**src/rtl/gcpp_pkg.sv**
```systemverilog
package gcpp_pkg;

    localparam int WORD_W   = 32;
    localparam int COUNT_W  = 14;
    localparam int LEFT_W   = 15;
    localparam int ADDR_W   = 16;
    localparam int CFG_W    = 15;
    localparam int OPC_W    = 8;
    localparam int TYPE_W   = 2;
    localparam int REGIDX_W = 13;
    localparam int CFG_IDX_W = 1;

    localparam logic [TYPE_W-1:0] PKT_TYPE0 = 2'd0;
    localparam logic [TYPE_W-1:0] PKT_TYPE1 = 2'd1;
    localparam logic [TYPE_W-1:0] PKT_TYPE2 = 2'd2;
    localparam logic [TYPE_W-1:0] PKT_TYPE3 = 2'd3;

    localparam logic [CFG_IDX_W-1:0] CFG_IB_BASE = 1'd0;
    localparam logic [CFG_IDX_W-1:0] CFG_IB_SIZE = 1'd1;

    typedef enum logic [2:0] {
        KIND_HEADER     = 3'd0,
        KIND_REG_WRITE  = 3'd1,
        KIND_T3_PAYLOAD = 3'd2,
        KIND_TYPE1_ERR  = 3'd3,
        KIND_TYPE2_HDR  = 3'd4
    } t_word_kind;

    typedef struct packed {
        logic [WORD_W-1:0] command_word;
        logic              start_of_buffer;
    } t_cmd;

    typedef struct packed {
        logic                 en;
        logic [CFG_IDX_W-1:0] reg_index;
        logic [WORD_W-1:0]    data;
    } t_cfg_wr;

    typedef struct packed {
        t_word_kind         word_kind;
        logic [TYPE_W-1:0]  header_type;
        logic [COUNT_W-1:0] payload_count;
        logic [ADDR_W-1:0]  reg_address;
        logic [WORD_W-1:0]  write_value;
        logic [OPC_W-1:0]   opcode_tag;
        logic               last_of_packet;
        logic               ib_request;
        logic [WORD_W-1:0]  ib_address;
        logic [WORD_W-1:0]  ib_size;
    } t_result;

endpackage

```
**src/rtl/gcpp_if.sv**
```systemverilog
interface gcpp_cmd_if import gcpp_pkg::*; ();
    logic              valid;
    logic              ready;
    logic [WORD_W-1:0] command_word;
    logic              start_of_buffer;

    modport source (output valid, output command_word, output start_of_buffer, input ready);
    modport sink   (input valid, input command_word, input start_of_buffer, output ready);
endinterface

interface gcpp_res_if import gcpp_pkg::*; ();
    logic               valid;
    logic               ready;
    logic [2:0]         word_kind;
    logic [TYPE_W-1:0]  header_type;
    logic [COUNT_W-1:0] payload_count;
    logic [ADDR_W-1:0]  reg_address;
    logic [WORD_W-1:0]  write_value;
    logic [OPC_W-1:0]   opcode_tag;
    logic               last_of_packet;
    logic               ib_request;
    logic [WORD_W-1:0]  ib_address;
    logic [WORD_W-1:0]  ib_size;

    modport source (
        output valid, output word_kind, output header_type, output payload_count,
        output reg_address, output write_value, output opcode_tag,
        output last_of_packet, output ib_request, output ib_address, output ib_size,
        input ready
    );
    modport sink (
        input valid, input word_kind, input header_type, input payload_count,
        input reg_address, input write_value, input opcode_tag,
        input last_of_packet, input ib_request, input ib_address, input ib_size,
        output ready
    );
endinterface

interface gcpp_cfg_if import gcpp_pkg::*; ();
    logic                 valid;
    logic                 ready;
    logic [CFG_IDX_W-1:0] reg_index;
    logic [WORD_W-1:0]    data;

    modport source (output valid, output reg_index, output data, input ready);
    modport sink   (input valid, input reg_index, input data, output ready);
endinterface

```
**src/rtl/gcpp_in_stage.sv**
```systemverilog
module gcpp_in_stage import gcpp_pkg::*; (
    input  logic       i_clk,
    input  logic       i_rst_n,
    gcpp_cmd_if.sink   i_cmd,
    input  logic       i_advance,
    output logic       o_valid,
    output t_cmd       o_cmd
);

    logic r_valid;
    logic n_valid;
    t_cmd r_cmd;
    logic take;

    assign i_cmd.ready = !r_valid || i_advance;
    assign take        = i_cmd.valid && i_cmd.ready;

    always_comb begin
        n_valid = r_valid;
        if (take) begin
            n_valid = 1'b1;
        end else if (i_advance) begin
            n_valid = 1'b0;
        end
    end

    always_ff @(posedge i_clk) begin
        if (!i_rst_n) begin
            r_valid <= 1'b0;
        end else begin
            r_valid <= n_valid;
        end
    end

    always_ff @(posedge i_clk) begin
        if (take) begin
            r_cmd.command_word    <= i_cmd.command_word;
            r_cmd.start_of_buffer <= i_cmd.start_of_buffer;
        end
    end

    assign o_valid = r_valid;
    assign o_cmd   = r_cmd;

endmodule

```
**src/rtl/gcpp_parser.sv**
```systemverilog
module gcpp_parser import gcpp_pkg::*; (
    input  logic    i_clk,
    input  logic    i_rst_n,
    input  t_cfg_wr i_cfg_wr,
    input  logic    i_step,
    input  t_cmd    i_cmd,
    output t_result o_result
);

    logic [CFG_W-1:0]   r_ib_base_reg;
    logic [CFG_W-1:0]   r_ib_size_reg;
    logic               r_in_payload;
    logic [LEFT_W-1:0]  r_words_left;
    logic [ADDR_W-1:0]  r_next_addr;
    logic               r_fixed;
    logic [TYPE_W-1:0]  r_type;
    logic [COUNT_W-1:0] r_count;
    logic [OPC_W-1:0]   r_opcode;
    logic [WORD_W-1:0]  r_ib_base;

    logic               n_in_payload;
    logic [LEFT_W-1:0]  n_words_left;
    logic [ADDR_W-1:0]  n_next_addr;
    logic               n_fixed;
    logic [TYPE_W-1:0]  n_type;
    logic [COUNT_W-1:0] n_count;
    logic [OPC_W-1:0]   n_opcode;
    logic [WORD_W-1:0]  n_ib_base;

    logic [WORD_W-1:0]  w;
    logic [ADDR_W-1:0]  hdr_addr;
    logic [LEFT_W-1:0]  left_dec;
    logic               base_hit;
    logic               size_hit;

    assign w        = i_cmd.command_word;
    assign hdr_addr = {1'b0, w[REGIDX_W-1:0], 2'b00};
    assign left_dec = (r_words_left != '0) ? (r_words_left - LEFT_W'(1)) : '0;
    assign base_hit = (r_next_addr == {1'b0, r_ib_base_reg});
    assign size_hit = (r_next_addr == {1'b0, r_ib_size_reg});

    always_comb begin
        n_in_payload = r_in_payload;
        n_words_left = r_words_left;
        n_next_addr  = r_next_addr;
        n_fixed      = r_fixed;
        n_type       = r_type;
        n_count      = r_count;
        n_opcode     = r_opcode;
        n_ib_base    = r_ib_base;
        o_result     = '0;
        o_result.word_kind = KIND_HEADER;

        if (i_cmd.start_of_buffer || !r_in_payload) begin
            n_type       = w[31:30];
            n_count      = w[29:16];
            n_opcode     = w[15:8];
            n_fixed      = w[15];
            n_next_addr  = hdr_addr;
            n_words_left = '0;
            n_in_payload = 1'b0;
            case (n_type)
                PKT_TYPE0: begin
                    o_result.word_kind   = KIND_HEADER;
                    o_result.reg_address = hdr_addr;
                    n_in_payload         = 1'b1;
                    n_words_left         = {1'b0, n_count} + LEFT_W'(1);
                end
                PKT_TYPE1: begin
                    o_result.word_kind      = KIND_TYPE1_ERR;
                    o_result.last_of_packet = 1'b1;
                end
                PKT_TYPE2: begin
                    o_result.word_kind      = KIND_TYPE2_HDR;
                    o_result.reg_address    = hdr_addr;
                    o_result.last_of_packet = 1'b1;
                end
                default: begin
                    o_result.word_kind = KIND_HEADER;
                    n_in_payload       = 1'b1;
                    n_words_left       = {1'b0, n_count} + LEFT_W'(1);
                end
            endcase
        end else begin
            o_result.write_value = w;
            n_words_left         = left_dec;
            if (left_dec == '0) begin
                o_result.last_of_packet = 1'b1;
                n_in_payload            = 1'b0;
            end
            if (r_type == PKT_TYPE0) begin
                o_result.word_kind   = KIND_REG_WRITE;
                o_result.reg_address = r_next_addr;
                if (!r_fixed) begin
                    n_next_addr = r_next_addr + ADDR_W'(4);
                end
                if (base_hit) begin
                    n_ib_base = w;
                end
                if (size_hit) begin
                    o_result.ib_request = 1'b1;
                    o_result.ib_address = base_hit ? w : r_ib_base;
                    o_result.ib_size    = w;
                    n_ib_base           = '0;
                end
            end else begin
                o_result.word_kind = KIND_T3_PAYLOAD;
            end
        end

        o_result.header_type   = n_type;
        o_result.payload_count = n_count;
        o_result.opcode_tag    = (n_type == PKT_TYPE3) ? n_opcode : '0;
    end

    always_ff @(posedge i_clk) begin
        if (!i_rst_n) begin
            r_ib_base_reg <= '0;
            r_ib_size_reg <= '0;
        end else if (i_cfg_wr.en) begin
            case (i_cfg_wr.reg_index)
                CFG_IB_BASE: r_ib_base_reg <= i_cfg_wr.data[CFG_W-1:0];
                CFG_IB_SIZE: r_ib_size_reg <= i_cfg_wr.data[CFG_W-1:0];
                default: begin
                end
            endcase
        end
    end

    always_ff @(posedge i_clk) begin
        if (!i_rst_n) begin
            r_in_payload <= 1'b0;
            r_words_left <= '0;
            r_next_addr  <= '0;
            r_fixed      <= 1'b0;
            r_type       <= '0;
            r_count      <= '0;
            r_opcode     <= '0;
            r_ib_base    <= '0;
        end else if (i_step) begin
            r_in_payload <= n_in_payload;
            r_words_left <= n_words_left;
            r_next_addr  <= n_next_addr;
            r_fixed      <= n_fixed;
            r_type       <= n_type;
            r_count      <= n_count;
            r_opcode     <= n_opcode;
            r_ib_base    <= n_ib_base;
        end
    end

endmodule

```
**src/rtl/gcpp_out_stage.sv**
```systemverilog
module gcpp_out_stage import gcpp_pkg::*; (
    input  logic       i_clk,
    input  logic       i_rst_n,
    input  logic       i_load,
    input  t_result    i_result,
    output logic       o_advance,
    gcpp_res_if.source o_res
);

    logic    r_valid;
    logic    n_valid;
    t_result r_result;

    assign o_advance = !r_valid || o_res.ready;

    always_comb begin
        n_valid = r_valid;
        if (i_load) begin
            n_valid = 1'b1;
        end else if (o_res.ready) begin
            n_valid = 1'b0;
        end
    end

    always_ff @(posedge i_clk) begin
        if (!i_rst_n) begin
            r_valid <= 1'b0;
        end else begin
            r_valid <= n_valid;
        end
    end

    always_ff @(posedge i_clk) begin
        if (i_load) begin
            r_result <= i_result;
        end
    end

    assign o_res.valid          = r_valid;
    assign o_res.word_kind      = r_result.word_kind;
    assign o_res.header_type    = r_result.header_type;
    assign o_res.payload_count  = r_result.payload_count;
    assign o_res.reg_address    = r_result.reg_address;
    assign o_res.write_value    = r_result.write_value;
    assign o_res.opcode_tag     = r_result.opcode_tag;
    assign o_res.last_of_packet = r_result.last_of_packet;
    assign o_res.ib_request     = r_result.ib_request;
    assign o_res.ib_address     = r_result.ib_address;
    assign o_res.ib_size        = r_result.ib_size;

endmodule

```
**src/rtl/gpu_command_packet_parser_top.sv**
```systemverilog
// Header/payload decode and counter update sit in one stage, between the input and result regs.
// Throughput: one word per cycle while the output is not stalled.
// Input ready drops only when both registers hold words and the result is not taken.
// Config channel is always ready; writes take effect on the next edge.
// Reset (sync, active low) clears parser state, the IB base latch and both config registers.
module gpu_command_packet_parser_top import gcpp_pkg::*; (
    input  logic       i_clk,
    input  logic       i_rst_n,
    gcpp_cmd_if.sink   i_cmd,
    gcpp_cfg_if.sink   i_cfg,
    gcpp_res_if.source o_res
);

    logic    in_valid;
    t_cmd    in_cmd;
    logic    advance;
    logic    step;
    t_result result;
    t_cfg_wr cfg_wr;

    assign i_cfg.ready      = 1'b1;
    assign cfg_wr.en        = i_cfg.valid && i_cfg.ready;
    assign cfg_wr.reg_index = i_cfg.reg_index;
    assign cfg_wr.data      = i_cfg.data;

    assign step = in_valid && advance;

    gcpp_in_stage u_in_stage (
        .i_clk     (i_clk),
        .i_rst_n   (i_rst_n),
        .i_cmd     (i_cmd),
        .i_advance (advance),
        .o_valid   (in_valid),
        .o_cmd     (in_cmd)
    );

    gcpp_parser u_parser (
        .i_clk    (i_clk),
        .i_rst_n  (i_rst_n),
        .i_cfg_wr (cfg_wr),
        .i_step   (step),
        .i_cmd    (in_cmd),
        .o_result (result)
    );

    gcpp_out_stage u_out_stage (
        .i_clk     (i_clk),
        .i_rst_n   (i_rst_n),
        .i_load    (step),
        .i_result  (result),
        .o_advance (advance),
        .o_res     (o_res)
    );

endmodule

```
**src/flat_wrapper.sv**
```systemverilog
// flat-port wrapper written by rule: the top's interface ports become plain ports
module gpu_command_packet_parser_top_flat import gcpp_pkg::*;
  (i_clk, i_rst_n, i_cmd_valid, i_cmd_command_word, i_cmd_start_of_buffer, i_cmd_ready, i_cfg_valid, i_cfg_reg_index, i_cfg_data, i_cfg_ready, o_res_valid, o_res_word_kind, o_res_header_type, o_res_payload_count, o_res_reg_address, o_res_write_value, o_res_opcode_tag, o_res_last_of_packet, o_res_ib_request, o_res_ib_address, o_res_ib_size, o_res_ready);
  gcpp_cmd_if i_cmd_i ();
  gcpp_cfg_if i_cfg_i ();
  gcpp_res_if o_res_i ();
  input  logic i_clk;
  input  logic i_rst_n;
  input wire logic [$bits(i_cmd_i.valid)-1:0] i_cmd_valid;
  input wire logic [$bits(i_cmd_i.command_word)-1:0] i_cmd_command_word;
  input wire logic [$bits(i_cmd_i.start_of_buffer)-1:0] i_cmd_start_of_buffer;
  output wire logic [$bits(i_cmd_i.ready)-1:0] i_cmd_ready;
  input wire logic [$bits(i_cfg_i.valid)-1:0] i_cfg_valid;
  input wire logic [$bits(i_cfg_i.reg_index)-1:0] i_cfg_reg_index;
  input wire logic [$bits(i_cfg_i.data)-1:0] i_cfg_data;
  output wire logic [$bits(i_cfg_i.ready)-1:0] i_cfg_ready;
  output wire logic [$bits(o_res_i.valid)-1:0] o_res_valid;
  output wire logic [$bits(o_res_i.word_kind)-1:0] o_res_word_kind;
  output wire logic [$bits(o_res_i.header_type)-1:0] o_res_header_type;
  output wire logic [$bits(o_res_i.payload_count)-1:0] o_res_payload_count;
  output wire logic [$bits(o_res_i.reg_address)-1:0] o_res_reg_address;
  output wire logic [$bits(o_res_i.write_value)-1:0] o_res_write_value;
  output wire logic [$bits(o_res_i.opcode_tag)-1:0] o_res_opcode_tag;
  output wire logic [$bits(o_res_i.last_of_packet)-1:0] o_res_last_of_packet;
  output wire logic [$bits(o_res_i.ib_request)-1:0] o_res_ib_request;
  output wire logic [$bits(o_res_i.ib_address)-1:0] o_res_ib_address;
  output wire logic [$bits(o_res_i.ib_size)-1:0] o_res_ib_size;
  input wire logic [$bits(o_res_i.ready)-1:0] o_res_ready;
  assign i_cmd_i.valid = i_cmd_valid;
  assign i_cmd_i.command_word = i_cmd_command_word;
  assign i_cmd_i.start_of_buffer = i_cmd_start_of_buffer;
  assign i_cmd_ready = i_cmd_i.ready;
  assign i_cfg_i.valid = i_cfg_valid;
  assign i_cfg_i.reg_index = i_cfg_reg_index;
  assign i_cfg_i.data = i_cfg_data;
  assign i_cfg_ready = i_cfg_i.ready;
  assign o_res_valid = o_res_i.valid;
  assign o_res_word_kind = o_res_i.word_kind;
  assign o_res_header_type = o_res_i.header_type;
  assign o_res_payload_count = o_res_i.payload_count;
  assign o_res_reg_address = o_res_i.reg_address;
  assign o_res_write_value = o_res_i.write_value;
  assign o_res_opcode_tag = o_res_i.opcode_tag;
  assign o_res_last_of_packet = o_res_i.last_of_packet;
  assign o_res_ib_request = o_res_i.ib_request;
  assign o_res_ib_address = o_res_i.ib_address;
  assign o_res_ib_size = o_res_i.ib_size;
  assign o_res_i.ready = o_res_ready;
  gpu_command_packet_parser_top u_core (.i_clk(i_clk), .i_rst_n(i_rst_n), .i_cmd(i_cmd_i), .i_cfg(i_cfg_i), .o_res(o_res_i));
endmodule
```
**config.mk**
```make
export PLATFORM = sky130hd
export DESIGN_NAME = gpu_command_packet_parser_top_flat
export DESIGN_NICKNAME = d
export VERILOG_FILES = /design/src/rtl/gcpp_pkg.sv /design/src/rtl/gcpp_if.sv /design/src/rtl/gcpp_in_stage.sv /design/src/rtl/gcpp_parser.sv /design/src/rtl/gcpp_out_stage.sv /design/src/rtl/gpu_command_packet_parser_top.sv /design/src/flat_wrapper.sv
export SDC_FILE = /design/constraint.sdc
export NUM_CORES = 1
export LEC_CHECK = 0
export BUFFER_PORTS_ARGS = -buffer_cell sky130_fd_sc_hd__buf_2
export CAP_MARGIN = 25
export CORE_ASPECT_RATIO = 1.5
export CORE_MARGIN = 1
export CORE_UTILIZATION = 56
export CTS_CLUSTER_DIAMETER = 120
export DETAILED_ROUTE_END_ITERATION = 8
export PLACE_DENSITY = 0.8
export SETUP_SLACK_MARGIN = 0.15
export SYNTH_ARGS = -nofsm -noshare
export SYNTH_HDL_FRONTEND = slang
export SYNTH_HIERARCHICAL = 1
export SYNTH_SLANG_ARGS = --single-unit
```
**constraint.sdc**
```tcl
create_clock -name i_clk -period 6.52 [get_ports i_clk]
set_input_delay 1.304 -clock i_clk [delete_from_list [all_inputs] [get_ports i_clk]]
set_output_delay 1.304 -clock i_clk [all_outputs]
set_load 0.01 [all_outputs]
```
==> metrics.md, run 1 <==
| Metric | Value |
|---|---|
| Routed WL | 31,330 µm |
| IO Port Bufs | 196 |
| Non-Filler Instances | 1,616 |
| Synth warn | 6 |
| Max reg flops | 47 |
| Routability cong. | 0.8925 |
| Post-synthesis cell area | 12,690 µm² |
| Worst slew margin | 0.2849 |
| Row cnt | 67 |
| Starting Density | 0.5692 |
| Pre-CTS setup slack | 2910 ps |
| Final Hold Fails | 0 |
| # resized after CTS | 0 |
| Post-Syn Instances | 1,172 |
| RSZ-0062 raised after global routing | false |
| Max Root-Sink Buffers | 3 |
| Root buf cell | clkbuf_16 |
| Clock buffers created by TritonCTS | 27 |
| HP Start | u_core/u_parser/r_count[0] |
| Remaining DRCs | 30 |
| First-pass DRT Iterations | 8 |
| Final Total Pwr | 4047 µW |
| Placed Cells | 1,566 |
| Routed length on met3 | 1997 µm |
| Post CTS Setup Buffer Count | 0 |
| Main flop type after synthesis | edfxtp_1 |
| Largest net degree at the start of global routing | 75 |
| Vias per cell | 5.834 |
| Fmax | 310.4 MHz |
| Setup ws final | 3299 ps |
| Synth Area in Adders | 0.006901 |
| Largest family of logic cells by synthesized area | simple AND/OR/NAND/NOR gates |
| Compound-Gate Fraction of Synth Area | 0.1493 |
| Vias in the first global route | 8,926 |
| Crit Path Class | reg2reg |
| Die height | 186.4 µm |
| TNS Setup | 0 ps |
| DP HPWL | 20,040 µm |
| Area grow syn2layout | 15.01% |
| Die Span X | 124.9 µm |
| Synth Area in Simple Gates | 0.1765 |
| Min Clock Period, post-route | 3221 ps |
| Outcome | finished, violations left |
| Tcrit/Tclk final | 0.4941 |
| Max cap viols | 0 |
| Syn avg cell area | 10.83 µm² |
| Max-slew violation count | 0 |
| Crit end category | register |
| GRT Overall Usage | 0.2648 |
| Top Ports | 215 |
| CTS sink count | 293 |
| Worst Skew | 11.61 ps |
| M1 WL | 11,400 µm |
| CTS Hold Bufs | 0 |
| Sequential element share of the synthesized area | 0.5994 |
| Top routing layer used | met4 |
| Avg WL per Cell | 19.39 µm |
| Worst R2R End | u_core/u_out_stage/o_res.ib_size[18] |
| Hold crit path type | reg2reg |
| Grt total ovfl | 0 |
| Initial antenna violation count | 0 |
| Xor and xnor area share after synthesis | 0.02760 |
| Post-synth top area share | 0.4117 |
| Number of synthesized flops with an enable pin | 174 |
| Crit path max fanout | 38 |
| Nets | 1,397 |
| Routed Antenna Nets | 0 |
| Synth async-reset ratio | 0 |
| Hold slack | 457.4 ps |
| Clock Pin Slew Worst Setup and Hold Paths | 70 ps |
| Reg2reg setup slack | 3300 ps |
| Area contributors post-synth | edfxtp_1, dfxtp_1, nand2_1 |
| Met2 wire len | 16,760 µm |
| Yosys top cell by area | edfxtp_1 |
| Mux share of post-synthesis cell area | 0.001577 |
| Core Area | 22,300 µm² |
| Worst-margin pin slew | 1073 ps |
| Critical path startpoint category | register |
| Hold path endpoint | u_core/u_parser/r_count[0] |
| Power Density | 277.2 nW/µm² |
| Via count | 9,428 |
| Skew-Pair Late Insertion Delay | 530 ps |
| CP arrival | 3620 ps |
| Number of synthesized register bits | 293 |
| Global-route wire length before repair | 48,500 µm |
| Initial DRC Count | 811 |
| Worst vdd ir | 257.3 µV |
| TritonCTS clock tree | done |
| R2R Path Start | u_core/u_parser/r_next_addr[11] |
| Final setup viols | 0 |
| Netlist cell types | 71 |
| Ratio of cells with drive above 1 in the final layout | 0.2470 |
| Depth of the CTS H-tree | 1 |
| Failing checks | DRC |
| Die area | 23,280 µm² |
| Hold Crit Depth | 2 |
| Worst Path Required | 6920 ps |
| Leak Pwr | 0.005673 µW |
| N_diodes | 0 |
| R2R cell count | 7 |
-- per-stage QoR --
step / area, µm² / utilization
6_report: 14600 / 0.6546
5_1_grt: 14600 / 0.6546
4_1_cts: 14600 / 0.6546
3_5_place_dp: 13730 / 0.6159
3_3_place_gp: 13710 / 0.6146
2_1_floorplan: 12700 / -
-- final cells by class --
cell class / instances / area [µm²]
well taps: 276 / 345.3
clock buffers: 38 / 768.2
clock inverters: 12 / 96.34
multi-input cells: 774 / 4633
fillers: 1713 / 7701
inverters: 13 / 48.80
flip-flops and latches: 293 / 7607
repair buffers: 210 / 1099
-- layer usage --
| layer | up-vias | track usage |
|---|---|---|
| li1 | 4418 | - |
| met1 | 4529 | 0.3109 |
| met2 | 412 | 0.4890 |
| met3 | 69 | 0.02838 |
| met4 | 0 | 0.1121 |
| met5 | - | 0 |
-- cells by family after synthesis --
logic type / Yosys count
flip-flops: 293
AO/OA/AOI/OAI: 245
buffers and inverters: 106
XOR/XNOR: 40
multiplexers: 2
adder cells (fa/ha/maj): 7
AND/OR/NAND/NOR: 477
other: 2
-- critical path, cell delays in order, from the launching register on --
cell	delay, ps
dfxtp_1	570
xor2_1	170
nor4_1	370
nand4_1	310
or4_2	620
buf_4	340
inv_2	450
and2_1	200
-- worst max path at each step --
stage                               startpoint                              endpoint  cells past startpoint
3_3_place_gp                       o_res_ready      u_core/u_parser/r_words_left[12]                      6
6_report       u_core/u_parser/r_next_addr[11]  u_core/u_out_stage/o_res.ib_size[18]                      7
3_5_place_dp                       o_res_ready       u_core/u_parser/r_words_left[4]                      6
4_1_cts        u_core/u_parser/r_next_addr[11]   u_core/u_out_stage/o_res.ib_size[5]                      7
5_1_grt        u_core/u_parser/r_next_addr[11]  u_core/u_out_stage/o_res.ib_size[22]                      7
2_1_floorplan                      o_res_ready       u_core/u_parser/r_next_addr[13]                      7
-- cell usage after synthesis (all sizes together) (19+ instances only) --
library cell,instances
and2,67
edfxtp,174
dfxtp,119
nand2,280
xor2,30
nor3,19
clkbuf,59
nor2,39
buf,34
o2bb2ai,32
a21oi,108
o21ai,31
-- layout by cell type, fill, tap and decap left out, types with 4 or more instances in the layout --
master,Yosys,layout
nand2b_1,6,5
a32o_1,11,11
nor4_1,12,12
a31oi_1,4,4
edfxtp_1,174,174
ha_1,7,7
nor2_1,39,39
o21ai_0,30,30
xnor2_1,10,10
o41ai_1,4,4
a22o_1,13,13
and2_1,66,65
dfxtp_1,119,119
nor3_1,19,18
o22ai_1,4,4
clkbuf_16,0,28
o32ai_1,5,5
buf_2,13,196
nand3_1,14,14
nand2_1,280,280
a21oi_1,83,82
xor2_1,30,30
clkbuf_1,59,7
inv_1,12,11
o2bb2ai_2,30,30
a21oi_2,25,25
buf_4,7,13
nand4_1,11,11
-- power breakdown --
group	switching [µW]	internal [µW]	total (µW)	leakage, µW
logic	255	138	393	0.00255
clock network	678	864	1540	0.000415
registers	72.9	2040	2110	0.00270
(Power assumes the default switching activity.)
==> run 2: changes to the inputs <==
ABC_AREA = 1   (was default)
CORE_UTILIZATION = 51   (was 56)
PLACE_DENSITY = 0.77   (was 0.8)
clock period = 2.75 ns   (was 6.52 ns; I/O delays follow)
==> metrics.md, run 2 <==
| Metric | Value |
|---|---|
| Clock Pin Slew Worst Setup and Hold Paths | 70 ps (about the same) |
| Ratio of cells with drive above 1 in the final layout | 0.2298 (-0.01723) |
| Tcrit/Tclk final | 0.8208 (+0.3267) |
| Top Ports | 215 (unchanged) |
| Global-route wire length before repair | 44,940 µm (-7.3%) |
| Skew-Pair Late Insertion Delay | 550 ps (+20 ps) |
| Vias in the first global route | 8,788 (-1.5%) |
| Placed Cells | 1,753 (+12%) |
| Outcome | finished, final reports clean |
| Fmax | 443.0 MHz (+43%) |
| Power Density | 667.1 nW/µm² (+140%) |
| Die height | 193.3 µm (+3.7%) |
| Hold Crit Depth | 1 (-1) |
| Syn avg cell area | 9.724 µm² (-10%) |
| CTS sink count | 293 (unchanged) |
| Post-Layout Inst Area | 14,670 µm² (+0.49%) |
| Depth of the CTS H-tree | 1 (unchanged) |
| Remaining DRCs | 0 (-100%) |
| Commonest non-fill, non-tap cells in the layout | nor2_1, nand2_1, buf_2 |
| Grt total ovfl | 0 (unchanged) |
| Initial DRC Count | 780 (-3.8%) |
| Min Clock Period, post-route | 2257 ps (-964.3 ps) |
| Post-DP Area | 13,780 µm² (+0.35%) |
| R2R cell count | 6 (-1) |
| # fillers | 2,033 (+19%) |
| DP HPWL | 20,180 µm (+0.73%) |
| Area grow syn2layout | 17.85% |
| Vias per cell | 5.317 (-8.9%) |
| RSZ-0062 raised after global routing | false |
| R2R Path Start | u_core/u_parser/r_type[0] |
| Non-Filler Instances | 1,803 (+12%) |
| Post-Syn Instances | 1,280 (+9.2%) |
| Worst slew margin | 0.5211 (+0.2362) |
| Worst Skew | 22.86 ps (+11.25 ps) |
| Hold path endpoint | u_core/u_in_stage/o_cmd[11] |
| Top-count cell post-synth | nand2_1 |
| Clock buffers created by TritonCTS | 27 (unchanged) |
| Crit-path cells | nor2_1, nand2_1, inv_2, nand2_4, clkinv_4, and2_1 |
| Max Root-Sink Buffers | 3 (unchanged) |
| Pre-CTS setup slack | 500.4 ps (-2410 ps) |
| Routed Antenna Nets | 0 (unchanged) |
| GRT Overall Usage | 0.2299 (-0.03489) |
| Area contributors post-synth | edfxtp_1, dfxtp_1, nand2_1 |
| Crit end category | register |
| Final setup viols | 0 (unchanged) |
| Final Total Pwr | 9785 µW (+140%) |
| Largest net degree at the start of global routing | 73 (-2.7%) |
| Max reg flops | 47 (unchanged) |
| Post CTS Setup Buffer Count | 0 (unchanged) |
| Setup ws final | 492.9 ps (-2806 ps) |
| Most common cell after layout, fill and taps aside | nor2_1 |
| Nets | 1,541 (+10%) |
| Synth warn | 6 (unchanged) |
| Crit path max fanout | 33 (-13%) |
| Hold crit path type | in2reg |
| N_diodes | 0 (unchanged) |
| Leak Pwr | 0.005876 µW (+3.6%) |
| Die Span X | 129.6 µm (+3.7%) |
| CTS Hold Bufs | 0 (unchanged) |
| Worst-margin pin slew | 717.4 ps (-355.3 ps) |
| Synth async-reset ratio | 0 (unchanged) |
| Starting Density | 0.5224 (-0.04681) |
| Reg2reg setup slack | 490 ps (-2810 ps) |
| Die area | 25,050 µm² (+7.6%) |
| Max cap viols | 0 (unchanged) |
| Worst path max stage delay | 460 ps (-160 ps) |
| Worst vdd ir | 489.3 µV (+90%) |
| IO Port Bufs | 196 (unchanged) |
| Core Area | 23,830 µm² (+6.9%) |
| Crit Path Class | reg2reg |
| Top cells by count, synth | nand2_1, nor2_1, edfxtp_1, dfxtp_1, inv_1 |
| TritonCTS clock tree | done |
| Yosys top cell by area | edfxtp_1 |
| Post-synth top area share | 0.4198 (+0.008111) |
| Final Hold Fails | 0 (unchanged) |
| CP arrival | 2540 ps (-1080 ps) |
| Crit path max-delay family | simple AND/OR/NAND/NOR gates |
| Root buf cell | clkbuf_16 |
| Row cnt | 69 (+3.0%) |
| Netlist cell types | 46 (-35%) |
| Critical path startpoint category | register |
| Number of synthesized flops with an enable pin | 174 (unchanged) |
| Routability cong. | 0.8670 (-2.9%) |
| First-pass DRT Iterations | 5 (-3) |
| Sequential element share of the synthesized area | 0.6112 (+0.01181) |
| Via count | 9,587 (+1.7%) |
| Initial antenna violation count | 0 (unchanged) |
| WP buf/inv | 2 (unchanged) |
| # resized after CTS | 0 (unchanged) |
| Worst R2R End | u_core/u_out_stage/o_res.ib_address[24] |
| Avg WL per Cell | 16.08 µm (-17%) |
| Routed WL | 29,000 µm (-7.4%) |
| Worst Path Required | 3040 ps (-3880 ps) |
| Post-synthesis cell area | 12,450 µm² (-1.9%) |
| Final Util | 0.6156 (-0.03901) |
| Number of synthesized register bits | 293 (unchanged) |
| HP Start | i_cmd_command_word[10] |
| Slowest cell on the critical path | nand2_1 |
| Main flop type after synthesis | edfxtp_1 |
| Max-slew violation count | 0 (unchanged) |
==> run 2: changes by cell type after synthesis, sizes merged, moves of 16 or more <==
cell,delta
a21oi,-41
a211oi,+22
inv,+84
nor2,+179
and2,-34
o2bb2ai,-32
nand2,-62
o21ai,+90
xor2,-17
clkbuf,-20
nand3,+31
nor4,-16
==> run 2: cells by family after synthesis <==
logic type / count (synthesis) / synth area share
xor gates and xnor gates: 24 / 0.01689
AOI/OAI and AO/OA: 249 / 0.1223
other: 2 / 0.0006034
adders and majority gates: 7 / 0.007036
and+or+nand+nor: 542 / 0.1850
buffers and inverters: 163 / 0.05700
DFF: 293 / 0.6112
==> run 2: how the worst max path moves through the flow <==
stage	cells past startpoint	startpoint	end
after floorplan	10	o_res_ready	u_core/u_parser/r_next_addr[14]
after global placement	9	o_res_ready	u_core/u_parser/r_type[1]
after detailed placement	9	o_res_ready	u_core/u_parser/r_count[11]
after CTS	7	u_core/u_in_stage/o_cmd[0]	u_core/u_parser/r_count[9]
after global routing	12	u_core/u_parser/r_words_left[0]	u_core/u_out_stage/o_res.last_of_packet
final	6	u_core/u_parser/r_type[0]	u_core/u_out_stage/o_res.ib_address[24]
==> run 2: area by class of cell <==
class | count | area, µm² | share of cell area
clock buffer | 38 | 778.2 | 0.05305
clock inverter | 12 | 110.1 | 0.007506
inverter | 99 | 392.9 | 0.02678
multi-input combinational | 825 | 4193 | 0.2858
sequential | 293 | 7607 | 0.5186
tap | 319 | 399.1 | 0.02721
timing repair buffer | 217 | 1189 | 0.08103
==> run 2: per-stage QoR <==
step	hold WS, ps	TNS, ps
3_5_place_dp	455.3	0
5_1_grt	158.4	0
4_1_cts	156.5	0
2_1_floorplan	443.6	-122520
3_3_place_gp	451.3	0
6_report	175.0	0
==> run 2: power by group <==
group	internal [µW]	switching [µW]	total [µW]
logic	353	693	1050
registers	4890	149	5040
clock network	2090	1620	3700
==> run 2: layer usage <==
layer | track usage | vias to the layer above | wire length, µm
met3 | 0.02295 | 73 | 1409
li1 | - | 4669 | -
met4 | 0.1158 | 0 | 1353
met2 | 0.3885 | 304 | 14400
met1 | 0.2911 | 4541 | 11840
met5 | 0 | - | 0
==> run 3: changes to the inputs <==
CORE_UTILIZATION = 56   (was 51)
PLACE_DENSITY = 0.8   (was 0.77)
clock period = 2.2 ns   (was 2.75 ns; I/O delays follow)
==> metrics.md, run 3 (synthesized netlist as in run 2, its figures left out) <==
| Metric | Value |
|---|---|
| Critical Path Sink | u_core/u_out_stage/o_res.ib_address[30] |
| Tcrit/Tclk final | 0.8836 (+0.06288) |
| First-pass DRT Iterations | 5 (unchanged) |
| CTS Hold Bufs | 0 (unchanged) |
| Ratio of cells with drive above 1 in the final layout | 0.2487 (+0.01888) |
| Root buf cell | clkbuf_16 |
| Reg area | 7615 µm² (about the same) |
| N_diodes | 0 (unchanged) |
| Initial DRC Count | 1,087 (+39%) |
| Skew-Pair Late Insertion Delay | 550 ps (about the same) |
| Area grow syn2layout | 19.03% |
| Hold crit path type | in2reg |
| Clock buffers created by TritonCTS | 26 (-3.7%) |
| Die area | 22,840 µm² (-8.8%) |
| Power Density | 832.1 nW/µm² (+25%) |
| Row cnt | 66 (-4.3%) |
| Non-Filler Instances | 1,768 (-1.9%) |
| Max reg flops | 47 (unchanged) |
| Largest net degree at the start of global routing | 65 (-11%) |
| Worst slew margin | 0.4572 (-0.06383) |
| Core Area | 21,720 µm² (-8.9%) |
| Worst Skew | 30.59 ps (+7.731 ps) |
| Initial antenna violation count | 0 (unchanged) |
| Leak Pwr | 0.005972 µW (+1.6%) |
| Final Hold Fails | 0 (unchanged) |
| Worst vdd ir | 621.4 µV (+27%) |
| Worst Path Required | 2470 ps (-570 ps) |
| Clock Pin Slew Worst Setup and Hold Paths | 70 ps (about the same) |
| Die height | 184.6 µm (-4.5%) |
| Multi-input logic area | 4237 µm² (+1.0%) |
| Crit path max fanout | 64 (+94%) |
| Vias per cell | 5.559 (+4.6%) |
| GRT Overall Usage | 0.2635 (+0.03355) |
| Routability cong. | 0.9074 (+4.7%) |
| Max cap viols | 0 (unchanged) |
| Commonest non-fill, non-tap cells in the layout | nor2_1, nand2_1, buf_2 |
| Outcome | finished, final reports clean |
| Vias in the first global route | 9,081 (+3.3%) |
| Grt total ovfl | 0 (unchanged) |
| Remaining DRCs | 0 (unchanged) |
| Starting Density | 0.5731 (+0.05074) |
| Die Span X | 123.7 µm (-4.5%) |
| Depth of the CTS H-tree | 1 (unchanged) |
| Routed WL | 29,920 µm (+3.2%) |
| Worst-margin pin slew | 811.2 ps (+93.80 ps) |
| Nets | 1,554 (+0.84%) |
| Most common cell after layout, fill and taps aside | nor2_1 |
| TNS Setup | 0 ps (unchanged) |
| Worst R2R End | u_core/u_out_stage/o_res.ib_address[30] |
| Global-route wire length before repair | 46,460 µm (+3.4%) |
| Avg WL per Cell | 16.92 µm (+5.2%) |
| DP HPWL | 20,510 µm (+1.6%) |
| R2R Path Start | u_core/u_parser/r_next_addr[13] |
| Placed Cells | 1,714 (-2.2%) |
| # fillers | 1,622 (-20%) |
| Fmax | 514.4 MHz (+16%) |
| Min Clock Period, post-route | 1944 ps (-313.1 ps) |
| Max Root-Sink Buffers | 3 (unchanged) |
| Crit Path Class | reg2reg |
| CP arrival | 2220 ps (-320 ps) |
| RSZ-0062 raised after global routing | true |
| Final setup viols | 0 (unchanged) |
| CTS sink count | 293 (unchanged) |
| Critical path startpoint category | register |
| Max-slew violation count | 0 (unchanged) |
| CP Launch Point | u_core/u_parser/r_next_addr[13] |
| Top Ports | 215 (unchanged) |
| Setup ws final | 256.0 ps (-236.9 ps) |
| Crit end category | register |
| Via count | 9,829 (+2.5%) |
| IO Port Bufs | 196 (unchanged) |
| Reg2reg setup slack | 260 ps (-240 ps) |
| Pre-CTS setup slack | 102.0 ps (-398.4 ps) |
| R2R cell count | 9 (+3) |
| TritonCTS clock tree | done |
| Routed Antenna Nets | 0 (unchanged) |
[run 3: cell type report]
cell class | count | share of cell area
tap | 272 | 0.02297
clock inverter | 9 | 0.005827
clock buffer | 39 | 0.05489
timing repair buffer | 230 | 0.08960
sequential | 293 | 0.5140
multi-input combinational | 826 | 0.2860
inverter | 99 | 0.02677
[run 3: timing repair]
| action | 4_1_cts | 5_1_grt |
|---|---|---|
| buffers inserted | 0 | 5 |
| setup endpoints to repair | 0 | 63 |
| resized for setup | 0 | 14 |
[run 3: metrics by stage]
step	instance area [µm²]	util	total power, µW	hold slack [ps]
5_1_grt	14820	0.6822	12730	55.82
2_1_floorplan	12640	-	7277	439.8
3_3_place_gp	13840	0.6375	7696	448.0
3_5_place_dp	13840	0.6375	7739	456.0
6_report	14820	0.6822	12330	66.94
4_1_cts	14740	0.6789	12330	55.38
[run 3: report_power, final]
part,internal [µW],switching (µW)
sequential,6110,188
clock,2680,1970
combinational,475,904
[run 3: critical path, cell delays in order, from the launching register on]
cell,delay [ps]
dfxtp_1,470
nor2_1,80
nor3_1,180
nand2_1,100
nor2_2,150
nand2_4,60
buf_12,200
nand2_1,130
o21ai_2,70
and2_1,170
[run 3: worst min path at each step]
stage	startpoint	endpoint	slack, ps	cells past startpoint
6_report	i_cmd_command_word[1]	u_core/u_in_stage/o_cmd[2]	70	1
5_1_grt	i_cmd_command_word[1]	u_core/u_in_stage/o_cmd[2]	60	1
4_1_cts	i_cmd_command_word[1]	u_core/u_in_stage/o_cmd[2]	60	1
3_5_place_dp	u_core/u_parser/r_ib_base[9]	u_core/u_parser/r_ib_base[9]	460	2
3_3_place_gp	u_core/u_parser/r_ib_base[3]	u_core/u_parser/r_ib_base[3]	450	2
2_1_floorplan	u_core/u_parser/r_ib_base[15]	u_core/u_parser/r_ib_base[15]	440	2
[run 3: metal layers]
layer	part of all wire	global-route usage
met4	0.041	0.1137
met3	0.056	0.02259
met5	0	0
met2	0.51	0.4502
met1	0.39	0.3381
